==> src/rtl/mtg_pkg.sv <==
// Shared types, constants and functions for the MT19937 generator.
// No dependencies; imported by every other file of the block.
package mtg_pkg;

    localparam int unsigned STATE_WORDS  = 624;
    localparam int unsigned TWIST_OFFSET = 397;
    localparam int unsigned WORD_W       = 32;
    localparam int unsigned CNT_W        = $clog2(STATE_WORDS);

    localparam logic [CNT_W-1:0]  LAST_CELL    = CNT_W'(STATE_WORDS - 1);

    localparam logic [WORD_W-1:0] MATRIX_A     = 32'h9908_b0df;
    localparam logic [WORD_W-1:0] TEMPER_B     = 32'h9d2c_5680;
    localparam logic [WORD_W-1:0] TEMPER_C     = 32'hefc6_0000;
    localparam logic [WORD_W-1:0] HIGH_BIT     = 32'h8000_0000;
    localparam logic [WORD_W-1:0] LOW_BITS     = 32'h7fff_ffff;
    localparam logic [WORD_W-1:0] SEED_MULT    = 32'd6069;
    localparam logic [WORD_W-1:0] DEFAULT_SEED = 32'd4357;

    // transaction kind carried in tuser
    localparam logic OP_DRAW   = 1'b0;
    localparam logic OP_RESEED = 1'b1;

    typedef enum logic [1:0] {
        ST_IDLE,
        ST_FILL,
        ST_DRAW
    } t_state;

    // next word of the sequence from the head window
    function automatic logic [WORD_W-1:0] twist_word(
        input logic [WORD_W-1:0] head,
        input logic [WORD_W-1:0] nxt,
        input logic [WORD_W-1:0] far
    );
        logic [WORD_W-1:0] y;
        y = (head & HIGH_BIT) | (nxt & LOW_BITS);
        return far ^ (y >> 1) ^ (y[0] ? MATRIX_A : '0);
    endfunction

    function automatic logic [WORD_W-1:0] temper(input logic [WORD_W-1:0] w);
        logic [WORD_W-1:0] y;
        y = w;
        y = y ^ (y >> 11);
        y = y ^ ((y << 7) & TEMPER_B);
        y = y ^ ((y << 15) & TEMPER_C);
        y = y ^ (y >> 18);
        return y;
    endfunction

endpackage

==> src/rtl/mtg_twist.sv <==
// Twist and temper unit: forms the next sequence word from the chain taps
// and its tempered output value. Depends on mtg_pkg.
module mtg_twist
    import mtg_pkg::*;
(
    input  logic [WORD_W-1:0] i_head,   // x[n]
    input  logic [WORD_W-1:0] i_next,   // x[n+1]
    input  logic [WORD_W-1:0] i_far,    // x[n+397]
    output logic [WORD_W-1:0] o_word,   // x[n+624]
    output logic [WORD_W-1:0] o_tempered
);

    always_comb begin
        o_word     = twist_word(i_head, i_next, i_far);
        o_tempered = temper(o_word);
    end

endmodule
==> config.mk <==
export PLATFORM = sky130hd
export DESIGN_NAME = mtg_twist
export DESIGN_NICKNAME = d
export VERILOG_FILES = /design/src/rtl/mtg_pkg.sv /design/src/rtl/mtg_twist.sv
export SDC_FILE = /design/constraint.sdc
export NUM_CORES = 1
export LEC_CHECK = 0
export BUFFER_PORTS_ARGS = -buffer_cell sky130_fd_sc_hd__buf_2
export CORE_AREA = 2 2 62 64
export DETAILED_ROUTE_END_ITERATION = 6
export DIE_AREA = 0 0 64 66
export PLACE_DENSITY = 0.85
export SKIP_LAST_GASP = 1
export SYNTH_ARGS = -nofsm -noshare
export SYNTH_HDL_FRONTEND = slang
export SYNTH_SLANG_ARGS = --single-unit
export TNS_END_PERCENT = 100
==> constraint.sdc <==
create_clock -name vclk -period 4.22
set_input_delay 0.633 -clock vclk [all_inputs]
set_output_delay 0.633 -clock vclk [all_outputs]
set_load 0.01 [all_outputs]
==> run_results.csv <==
group,metric,value,unit
logic_synthesis,synth_fp_nets,208,
grt,grt.overflow.total,0,
setup_path,worstPathMaxFanout,15,
logic_synthesis,synth_cell_type_count,12,
setup_path,cp_num_buf_inv,2,
timing,fin_tns_setup,0,ns
finish,utilization,51.44,%
timing,min_period,3.088,ns
setup_path,path_common_cell,"buf_2",
worst_hold_path,min_path_cells,3,
logic_synthesis,syn_inst,112,
place,gp_congestion,0.7561,
floorplan,die-width,64,µm
detailed_routing,drc_errors,0,
place,dp.final_hpwl,2953,µm
place,dpl_cell_area,1827,µm²
finish,nClkBuffers,0,
detailed_routing,routed-via-count,1171,
detailed_routing,avgRoutedWirePerCell,11.09,µm
worst_hold_path,min_path_type,"input pin to output port",
timing,rsz0062_at_grt,"no",
finish,register_area,0,µm²
finish,drive_gt1_share,56.72,%
timing,worst_slack,1.132,ns
timing,timing.slew.headroom,65.42,%
timing,fmax,323.8,MHz
finish,layout.nets,336,
floorplan,start_util,32.17,%
detailed_routing,drt_wl_total,3173,µm
setup_path,start_kind,"input pin",
logic_synthesis,yosysSeqAreaShare,0,%
timing,tightest_slew,0.5151,ns
grt,antenna_found_initial,0,
setup_path,end_kind,"output port",
finish,antenna_cells,0,
floorplan,num_io_pins,160,
setup_path,cp_cell_sequence,"buf_2 -> xnor3_2 -> xor2_4 -> xnor3_1 -> xnor2_1 -> buf_2",
floorplan,die_y,66,µm
logic_synthesis,syn_area,1142,µm²
floorplan,fp-row-count,22,
finish,area_delta_synth_final,59.91,%
power,power.total,0.7274,mW
setup_path,critPathLaunch,"i_next[0]",
detailed_routing,viasPerCell,4.094,
setup_path,arrival,2.46,ns
place,portBuffers,128,
timing,fin_crit_sh,73.18,%
worst_hold_path,min-delay-start,"i_far[9]",
grt,grt_pass1_wl,4905,µm
power,power_density,398.2,nW/µm²
run,cap_violations,0,
cts,cts_resized,0,
outcome,outcome,"finished clean",
power,p_leak,0.9950,nW
detailed_routing,antenna_left,0,
logic_synthesis,yosys_warnings,0,
grt,grt_max_degree,16,
detailed_routing,drt_iter0_drc,5,
setup_path,critical_path_class,"input pin to output port",
timing,hold_viol,0,
logic_synthesis,syn-mean-instance-area,10.20,µm²
finish,n_fill_cell,349,
floorplan,die_area,4224,µm²
finish,seq_cells,0,
place,preCtsSetupSlack,1.099,ns
setup_path,crit_required,3.59,ns
setup_path,crit_slowest_cell,"xnor3_2",
floorplan,core,3551,µm²
timing,setup_violations,0,
finish,postLayoutCellArea,1827,µm²
setup_path,slowest_delay,0.56,ns
cts,cts_setup_buffers,0,
power,ir_drop,188.4,µV
worst_hold_path,min_to,"o_word[9]",
grt,track_usage,14.21,%
grt,first_global_vias,1134,
cts,ctsHoldBuffers,0,
setup_path,cp_top_family,"XOR/XNOR gates",
detailed_routing,dr.pass1.iters,3,
timing,drv_slew,0,
-- power breakdown --
group | switching (mW) | internal (mW)
sequential | 0 | 0
combinational | 0.370 | 0.357
clock | 0 | 0
total | 0.370 | 0.357
-- through the flow --
step	cells	hold WS [ns]
3_5_place_dp	286	1.573
4_1_cts	286	1.573
6_report	286	1.568
2_1_floorplan	112	1.354
3_3_place_gp	286	1.565
5_1_grt	286	1.579
-- kinds of logic (layout without fill, tap and decap cells) --
group                     count (synthesis)  after routing  share of synthesized area [%]
buffers and inverters                     9            135                          3.724
xor gates and xnor gates                103            103                          96.28
-- layer usage --
metal / track usage (%) / vias up / part of all wire (%)
met1: 14.43 / 510 / 35
met4: 0.8152 / 0 / 0.32
li1: - / 588 / -
met5: 0 / - / 0
met3: 1.363 / 2 / 8.8
met2: 31.51 / 71 / 56
-- synth_stat cells --
cell type	instances	share of area, %
xor3_2	2	4.4
xor2_4	2	4.8
buf_2	1	0.44
buf_6	1	0.99
xnor2_1	50	38
xor2_2	1	1.4
inv_1	7	2.3
xnor2_2	1	1.4
xnor3_1	6	12
xnor3_2	1	2.1
xor2_1	39	30
xor3_1	1	2.1
-- how the worst max path moves through the flow --
stage                                to  slack [ns]  cells after the start
after global placement    o_tempered[4]        1.12                      6
final                     o_tempered[4]        1.13                      6
after CTS                 o_tempered[4]        1.10                      6
after global routing      o_tempered[4]        1.04                      6
after floorplan           o_tempered[9]        1.49                      4
after detailed placement  o_tempered[0]        1.10                      6
-- layout make-up --
class	count	area, µm²	share of cell area, %
Timing Repair Buffer	128	640.6	35.07
Multi-Input combinational cell	103	1100	60.21
Tap cell	48	60.06	3.288
Inverter	7	26.28	1.438
-- cells in the final DEF, fill, tap and decap left out --
master and n:
xor2_2 1, xor3_1 1, inv_1 7, xor2_1 39, xnor2_1 50, xor3_2 2
xnor3_1 6, buf_2 128, xor2_4 2, xnor2_2 1, xnor3_2 1
Note: power is estimated with default switching activity, not from simulation.
