$ cat src/rtl/mtg_pkg.sv
// Shared types, constants and functions for the MT19937 generator.
// No dependencies; imported by every other file of the block.
package mtg_pkg;

    localparam int unsigned STATE_WORDS  = 624;
    localparam int unsigned TWIST_OFFSET = 397;
    localparam int unsigned WORD_W       = 32;
    localparam int unsigned CNT_W        = $clog2(STATE_WORDS);

    localparam logic [CNT_W-1:0]  LAST_CELL    = CNT_W'(STATE_WORDS - 1);

    localparam logic [WORD_W-1:0] MATRIX_A     = 32'h9908_b0df;
    localparam logic [WORD_W-1:0] TEMPER_B     = 32'h9d2c_5680;
    localparam logic [WORD_W-1:0] TEMPER_C     = 32'hefc6_0000;
    localparam logic [WORD_W-1:0] HIGH_BIT     = 32'h8000_0000;
    localparam logic [WORD_W-1:0] LOW_BITS     = 32'h7fff_ffff;
    localparam logic [WORD_W-1:0] SEED_MULT    = 32'd6069;
    localparam logic [WORD_W-1:0] DEFAULT_SEED = 32'd4357;

    // transaction kind carried in tuser
    localparam logic OP_DRAW   = 1'b0;
    localparam logic OP_RESEED = 1'b1;

    typedef enum logic [1:0] {
        ST_IDLE,
        ST_FILL,
        ST_DRAW
    } t_state;

    // next word of the sequence from the head window
    function automatic logic [WORD_W-1:0] twist_word(
        input logic [WORD_W-1:0] head,
        input logic [WORD_W-1:0] nxt,
        input logic [WORD_W-1:0] far
    );
        logic [WORD_W-1:0] y;
        y = (head & HIGH_BIT) | (nxt & LOW_BITS);
        return far ^ (y >> 1) ^ (y[0] ? MATRIX_A : '0);
    endfunction

    function automatic logic [WORD_W-1:0] temper(input logic [WORD_W-1:0] w);
        logic [WORD_W-1:0] y;
        y = w;
        y = y ^ (y >> 11);
        y = y ^ ((y << 7) & TEMPER_B);
        y = y ^ ((y << 15) & TEMPER_C);
        y = y ^ (y >> 18);
        return y;
    endfunction

endpackage

$ cat src/rtl/mtg_cell.sv
// One state cell of the MT19937 shift chain: holds a single state word.
// Depends on mtg_pkg.
module mtg_cell
    import mtg_pkg::*;
(
    input  logic              i_clk,
    input  logic              i_shift,
    input  logic [WORD_W-1:0] i_word,   // from the neighbour further down the chain
    output logic [WORD_W-1:0] o_word
);

    logic [WORD_W-1:0] r_word;
    logic [WORD_W-1:0] n_word;

    always_comb begin
        n_word = i_shift ? i_word : r_word;
    end

    always_ff @(posedge i_clk) begin
        r_word <= n_word;
    end

    assign o_word = r_word;

endmodule

$ cat config.mk
export PLATFORM = sky130hd
export DESIGN_NAME = mtg_cell
export DESIGN_NICKNAME = d
export VERILOG_FILES = /design/src/rtl/mtg_pkg.sv /design/src/rtl/mtg_cell.sv
export SDC_FILE = /design/constraint.sdc
export NUM_CORES = 1
export LEC_CHECK = 0
export BUFFER_PORTS_ARGS = -buffer_cell sky130_fd_sc_hd__buf_4
export CORE_UTILIZATION = 42
export CTS_CLUSTER_SIZE = 24
export DETAILED_ROUTE_END_ITERATION = 6
export PLACE_DENSITY = 0.87
export SYNTH_ARGS = -nofsm -noshare
export SYNTH_HDL_FRONTEND = slang
export SYNTH_SLANG_ARGS = --single-unit
export TNS_END_PERCENT = 20
$ cat constraint.sdc
create_clock -name i_clk -period 0.8 [get_ports i_clk]
set_clock_uncertainty 0.1 [all_clocks]
set_input_delay 0.16 -clock i_clk [delete_from_list [all_inputs] [get_ports i_clk]]
set_output_delay 0.16 -clock i_clk [all_outputs]
set_load 0.01 [all_outputs]
==> results of run 1 <==
[cells in the mapped netlist]
| cell type | n | area (um2) |
|---|---|---|
| edfxtp_1 | 32 | 960.9 |
[cell type report]
| cell class | count | area, um2 | share of cell area |
|---|---|---|---|
| sequential | 32 | 960.9 | 0.5693 |
| timing repair buffer | 68 | 648.1 | 0.3840 |
| clock buffer | 5 | 37.54 | 0.02224 |
| clock inverter | 2 | 7.507 | 0.004448 |
| tap | 27 | 33.78 | 0.02001 |
[path summary, 6_finish.rpt]
check / cells past startpoint / slack [ns] / endpoint / from
max: 1 / -0.33 / o_word[29] / o_word[29]
min: 1 / -0.08 / o_word[7] / i_word[7]
[report_power, final]
part	total (W)	switching, W	internal [W]
clock network	0.000767	0.000461	0.000306
registers	0.00205	0.0000610	0.00199
logic	0.000509	0.000170	0.000339
total	0.00333	0.000692	0.00264
[per-layer routing]
metal,vias up,track usage
met4,0,0.1143
met1,273,0.1965
li1,281,-
met3,7,0.08642
met2,48,0.2793
met5,-,0
[through the flow]
stage | instances | area, um2
floorplan | 32 | 960.9
global placement | 127 | 1530
detailed placement | 127 | 1530
CTS | 134 | 1632
global route | 134 | 1688
finish | 134 | 1688
[cells by family after synthesis]
family | Yosys count | synth area share
DFF | 32 | 1.000
[cell usage in the layout (no fill, tap or decap), drive strengths merged]
cell type / instances
edfxtp: 32
buf: 68
clkinv: 2
clkbuf: 5
[repair_timing]
action / in CTS / in global routing
endpoints found under the setup margin: 32 / 32
gates resized for setup: 15 / 15
setup buffers: 0 / 0
endpoints found under the hold margin: 32 / 32
==> metrics.md, run 1 <==
| Metric | Value |
|---|---|
| Status | `finished with violations` |
| Failing checks | `hold timing, setup timing` |
| Min Tclk post-route | `1.132 ns` |
| Largest stage delay, worst path | `0.42 ns` |
| Final slew viol count | `0` |
| Type of origin of the critical path | `register` |
| Max FFs per register | `32` |
| Critical Path RT | `0.54 ns` |
| Drt pass-1 iters | `3` |
| FF+latch count, synth | `32` |
| CP endpoint kind | `primary output` |
| Final Hold Fails | `32` |
| Area of the multi-input gates | `0 um2` |
| I/O pin total | `66` |
| Die height | `49.83 um` |
| Fill count | `119` |
| Met2 wire len | `1.024 mm` |
| Yosys cell types | `1` |
| Grt ovf | `0` |
| # clock sinks | `32` |
| Highest metal used | `met4` |
| Detail Route Antenna Nets | `0` |
| CTS max path bufs | `2` |
| Initial core utilization | `0.4660` |
| Die span in x | `49.83 um` |
| Relative slew margins | `0.9306` |
| Ys Warns | `0` |
| DIE AREA | `2483 um2` |
| WL met1 | `682 um` |
| Share of layout cells above drive strength 1 | `0.6822` |
| Worst endpoint data arrival time | `0.87 ns` |
| Final nets | `141` |
| First-pass GRT wire length | `2.884 mm` |
| Clock transition at path regs | `0.09 ns` |
| CP delay by family, top | `flip-flops` |
| PwrDens | `1973 nW/um2` |
| Register area share after synthesis | `1.000` |
| DR DRC count | `0` |
| Static leakage | `0.7126 nW` |
| Core Util, Final | `0.8186` |
| GRT Util Overall | `0.1800` |
| Pre-CTS setup slack | `-0.03519 ns` |
| Vias | `609` |
| Total negative slack | `-9.587 ns` |
| Crit Path Category | `reg -> out` |
| Max-Cap Viols | `0` |
| Hold slack | `-0.08477 ns` |
| Root buffer cell | `clkbuf_4` |
| Initial DRC count | `12` |
| Hold crit path type | `in -> reg` |
| Row cnt | `16` |
| Multi-input gates | `0` |
| Worst Path Max Fanout | `1` |
| Worst-Margin Slew | `0.1040 ns` |
| Core area | `2062 um2` |
| Input/output buffers | `65` |
| Mapped Cells | `32` |
| Final setup vio count | `32` |
| CTS Buf Count | `5` |
| CP Cell Sequence | `buf_6` |
| Met3 WL | `211 um` |
| GPL Wtd Cong | `0.6674` |
| Initial antenna violation count | `0` |
| Final wirelength | `1.955 mm` |
| Post-layout power | `0.003330 W` |
| Mapped Nets | `66` |
| Worst path bufs/invs | `1` |
| RSZ-0062 raised after global routing | `yes` |
| Slowest stage cell, crit path | `edfxtp_1` |
| Layout overhead on the synthesized area | `75.65%` |
| Highest Clock Rate | `883.4 MHz` |
| Htree depth | `2` |
| Mapped cell area | `960.9 um2` |
| Final worst-path cycle share | `1.415` |
| DR vias/cell | `4.545` |
| ANT cells | `0` |
| CTS tree | `done` |
| Largest net degree at the start of global routing | `16` |
| Avg Inst Size Synth | `30.03 um2` |
| Vias in the first global route | `603` |
| Final WS setup | `-0.3320 ns` |
| WL per Instance | `14.59 um` |
| Worst vdd ir | `1.517 mV` |
Note: power is estimated with default switching activity, not from simulation.
==> run 2: changes to the inputs <==
--- a/config.mk
+++ b/config.mk
@@ -9,6 +9,7 @@
 export CORE_UTILIZATION = 42
 export CTS_CLUSTER_SIZE = 24
 export DETAILED_ROUTE_END_ITERATION = 6
+export MAX_ROUTING_LAYER = met4
 export PLACE_DENSITY = 0.87
 export SYNTH_ARGS = -nofsm -noshare
 export SYNTH_HDL_FRONTEND = slang
==> metrics.md, run 2 (synthesis results as in run 1) <==
| Metric | Value |
|---|---|
| Status | `finished with violations` |
| Failing checks | `hold timing, setup timing` |
| Detail Route Antenna Nets | `0` |
| I/O pin total | `66` |
| PwrDens | `1974 nW/um2` |
| Final worst-path cycle share | `1.418` |
| Max FFs per register | `32` |
| CTS tree | `done` |
| Die span in x | `49.83 um` |
| First-pass GRT wire length | `2.891 mm` |
| Switching share of power | `0.2081` |
| Clock transition at path regs | `0.09 ns` |
| Area of the multi-input gates | `0 um2` |
| DR DRC count | `0` |
| Min Tclk post-route | `1.134 ns` |
| Final WS setup | `-0.3343 ns` |
| Static leakage | `0.7126 nW` |
| Clk network pwr share | `0.231` |
| GPL Wtd Cong | `0.6738` |
| Layout overhead on the synthesized area | `75.65%` |
| Htree depth | `2` |
| Crit Path Category | `reg -> out` |
| Critical Path RT | `0.54 ns` |
| Final wirelength | `1.957 mm` |
| DR vias/cell | `4.537` |
| Vias | `608` |
| GRT Util Overall | `0.1853` |
| Drt pass-1 iters | `4` |
| Final Hold Fails | `32` |
| Row cnt | `16` |
| Relative slew margins | `0.9306` |
| Net Sw Power | `0.0006934 W` |
| Post-CTS setup buffers | `0` |
| Input/output buffers | `65` |
| CTS Buf Count | `5` |
| Gate power share | `0.153` |
| Largest net degree at the start of global routing | `16` |
| Grt ovf | `0` |
| Slowest stage cell, crit path | `edfxtp_1` |
| Vias in the first global route | `604` |
| Initial DRC count | `12` |
| Commonest non-fill, non-tap cell in the layout | `buf_4` |
| Worst-Margin Slew | `0.1041 ns` |
| Final nets | `141` |
| Hold crit path type | `in -> reg` |
| Hold slack | `-0.08466 ns` |
| Highest Clock Rate | `881.6 MHz` |
| Cell area after layout | `1688 um2` |
| Worst endpoint data arrival time | `0.87 ns` |
| Initial antenna violation count | `0` |
| ANT cells | `0` |
| P_int | `0.002638 W` |
| CP delay by family, top | `flip-flops` |
| Multi-input gates | `0` |
| Initial core utilization | `0.4660` |
| Worst vdd ir | `1.517 mV` |
| CP endpoint kind | `primary output` |
| Worst path bufs/invs | `1` |
| # clock sinks | `32` |
| Worst Path Max Fanout | `1` |
| Max-Cap Viols | `0` |
| Die height | `49.83 um` |
| Core area | `2062 um2` |
| Final slew viol count | `0` |
| Final setup vio count | `32` |
| Fill count | `119` |
| CP Cell Sequence | `buf_6` |
| Core Util, Final | `0.8186` |
| CTS max path bufs | `2` |
| Register area | `960.9 um2` |
| Placement Cell Area | `1530 um2` |
| RSZ-0062 raised after global routing | `yes` |
| Type of origin of the critical path | `register` |
| DIE AREA | `2483 um2` |
| Share of layout cells above drive strength 1 | `0.6822` |
| WL per Instance | `14.60 um` |
| Root buffer cell | `clkbuf_4` |
| Largest stage delay, worst path | `0.42 ns` |
| Register share of total power | `0.617` |
| Most frequent cells in the layout | `36 x buf_4, 32 x edfxtp_1, 30 x buf_6` |
## run 2: cell counts in the layout (fill, tap and decap cells not counted)
Identical to the previous run, type by type.
## run 2: what timing repair did
item | in CTS | in global routing
resized for setup | 15 | 15
pin swaps | 0 | 0
endpoints found under the setup margin | 32 | 32
endpoints found under the hold margin | 32 | 32
## run 2: stage by stage
step	total power [W]	setup WS [ns]	cells	TNS (ns)
global placement	0.002491	-0.02326	127	-0.6511
floorplan	0.002137	0.1462	32	0
global route	0.003477	-0.3838	134	-10.96
finish	0.003332	-0.3343	134	-9.592
detailed placement	0.002510	-0.03519	127	-1.004
CTS	0.003310	-0.3535	134	-9.962
## run 2: cell type report
cell class            instances  share of cell area
clock buffer                  5             0.02224
clock inverter                2            0.004448
sequential                   32              0.5693
tap                          27             0.02001
timing repair buffer         68              0.3840
## run 2: layer usage
metal / track usage / vias up / wire [um]
met5: - / - / 0
met4: 0.1143 / 0 / 37
met3: 0.08025 / 7 / 212
met2: 0.2793 / 48 / 1022
met1: 0.2009 / 273 / 685
li1: - / 280 / -
## run 2: power groups by stage
stage / Combinational [W] / Clock, W / Sequential, W
after global routing: 0.000538 / 0.000873 / 0.00207
after global placement: 0.000431 / 0 / 0.00206
final: 0.000509 / 0.000768 / 0.00205
after CTS: 0.000477 / 0.000790 / 0.00204
after floorplan: 0 / 0 / 0.00214
after detailed placement: 0.000442 / 0 / 0.00207
## run 2: path summary, 6_finish.rpt
kind,depth (start not counted),startpoint,end
worst max-delay path,1,o_word[29],o_word[29]
worst min-delay path,1,i_word[7],o_word[7]
==> run 3: changes to the inputs <==
--- a/config.mk
+++ b/config.mk
@@ -5,12 +5,12 @@
 export SDC_FILE = /design/constraint.sdc
 export NUM_CORES = 1
 export LEC_CHECK = 0
-export BUFFER_PORTS_ARGS = -buffer_cell sky130_fd_sc_hd__buf_4
-export CORE_UTILIZATION = 42
+export CORE_UTILIZATION = 45
 export CTS_CLUSTER_SIZE = 24
 export DETAILED_ROUTE_END_ITERATION = 6
+export DONT_BUFFER_PORTS = 1
 export MAX_ROUTING_LAYER = met4
-export PLACE_DENSITY = 0.87
+export PLACE_DENSITY = 0.66
 export SYNTH_ARGS = -nofsm -noshare
 export SYNTH_HDL_FRONTEND = slang
 export SYNTH_SLANG_ARGS = --single-unit
==> metrics.md, run 3 (synthesis results as in run 1) <==
| Metric | Value |
|---|---|
| Multi-input gates | `0` |
| Row cnt | `16` |
| Max FFs per register | `32` |
| Met3 usage | `0.08148` |
| RSZ-0062 raised after global routing | `yes` |
| CTS Buf Count | `5` |
| Final wirelength | `1.787 mm` |
| Die height | `48.21 um` |
| Htree depth | `2` |
| ANT cells | `0` |
| Initial antenna violation count | `0` |
| Post-CTS setup buffers | `0` |
| Worst Setup SP | `o_word[17]` |
| Layout overhead on the synthesized area | `40.76%` |
| Cell area after layout | `1353 um2` |
| Worst endpoint data arrival time | `0.77 ns` |
| Total negative slack | `-6.321 ns` |
| Hold-fix buffers, CTS | `32` |
| I/O pin total | `66` |
| Met1 usage | `0.1407` |
| Net Sw Power | `0.0005869 W` |
| DIE AREA | `2324 um2` |
| CP endpoint kind | `primary output` |
| Placement Cell Area | `994.7 um2` |
| Input/output buffers | `0` |
| GRT Util Overall | `0.1612` |
| CTS tree | `done` |
| Share of layout cells above drive strength 1 | `0.07246` |
| PwrDens | `2206 nW/um2` |
| Clock transition at path regs | `0.10 ns` |
| Core area | `1982 um2` |
| Gate power share | `0.043` |
| Final setup vio count | `32` |
| CTS max path bufs | `2` |
| Vias in the first global route | `448` |
| Met2 GRT Util | `0.2853` |
| Drt pass-1 iters | `2` |
| Worst Path Max Fanout | `1` |
| Vias | `464` |
| Final WS setup | `-0.2302 ns` |
| Final slew viol count | `0` |
| Worst vdd ir | `1.751 mV` |
| Max-Cap Viols | `0` |
| Largest net degree at the start of global routing | `33` |
| Initial core utilization | `0.4848` |
| Core Util, Final | `0.6824` |
| DR vias/cell | `4.833` |
| Hold_sp | `i_shift` |
| Most used routing layer | `met2` |
| GPL Wtd Cong | `0.6433` |
| Final worst-path cycle share | `1.288` |
| Die span in x | `48.21 um` |
| First-pass GRT wire length | `2.159 mm` |
| Min Tclk post-route | `1.030 ns` |
| Crit Path Category | `reg -> out` |
| Failing checks | `hold timing, setup timing` |
| Post-layout power | `0.002984 W` |
| Final Hold Fails | `32` |
| Grt ovf | `0` |
| Status | `finished with violations` |
| Root buffer cell | `clkbuf_4` |
| Highest Clock Rate | `970.7 MHz` |
| Switching share of power | `0.1967` |
| Type of origin of the critical path | `register` |
| # clock sinks | `32` |
| WL per Instance | `18.61 um` |
| Most frequent cells in the layout | `32 x dlygate4sd3_1, 32 x edfxtp_1, 5 x clkbuf_4` |
| Final nets | `105` |
| Clk network pwr share | `0.246` |
| Area of the multi-input gates | `0 um2` |
| Worst-Margin Slew | `0.1562 ns` |
| Detail Route Antenna Nets | `0` |
| Critical Path RT | `0.54 ns` |
| DR DRC count | `0` |
| Initial DRC count | `4` |
| Hold slack | `-0.1490 ns` |
| Register share of total power | `0.711` |
| P_int | `0.002397 W` |
| Hold crit path type | `in -> reg` |
| Static leakage | `0.4698 nW` |
| Relative slew margins | `0.8961` |
[run 3: power groups by stage]
stage / registers [W] / clock network [W] / logic (W)
final: 0.00212 / 0.000735 / 0.000127
after global routing: 0.00213 / 0.000821 / 0.000135
after CTS: 0.00212 / 0.000753 / 0.000123
after detailed placement: 0.00216 / 0 / 0
after global placement: 0.00216 / 0 / 0
after floorplan: 0.00214 / 0 / 0
[run 3: worst paths after layout]
path / endpoint / slack (ns) / cells after the start
setup / recovery: o_word[17] / -0.23 / 0
hold / removal: o_word[17] / -0.15 / 0
[run 3: stage by stage]
stage | instances | setup WS [ns]
2_1_floorplan | 32 | 0.1462
3_3_place_gp | 59 | 0.1261
3_5_place_dp | 59 | 0.1186
4_1_cts | 96 | -0.2446
5_1_grt | 96 | -0.2544
6_report | 96 | -0.2302
[run 3: per-layer routing]
| layer | wire length (um) | vias to the layer above | part of all wire |
|---|---|---|---|
| met5 | 0 | - | 0 |
| met4 | 10 | 0 | 0.0056 |
| met3 | 123 | 2 | 0.069 |
| met2 | 1037 | 32 | 0.58 |
| met1 | 616 | 224 | 0.34 |
| li1 | - | 206 | - |
[run 3: layout make-up]
type,count,area (um2)
sequential,32,960.9
timing repair buffer,32,320.3
tap,27,33.78
fill,132,629.4
clock buffer,5,37.54
[run 3: repair_timing]
item / CTS / global route
gates cloned: 0 / 0
setup endpoints to repair: 32 / 32
resized for setup: 0 / 0
hold endpoints to repair: 64 / 32
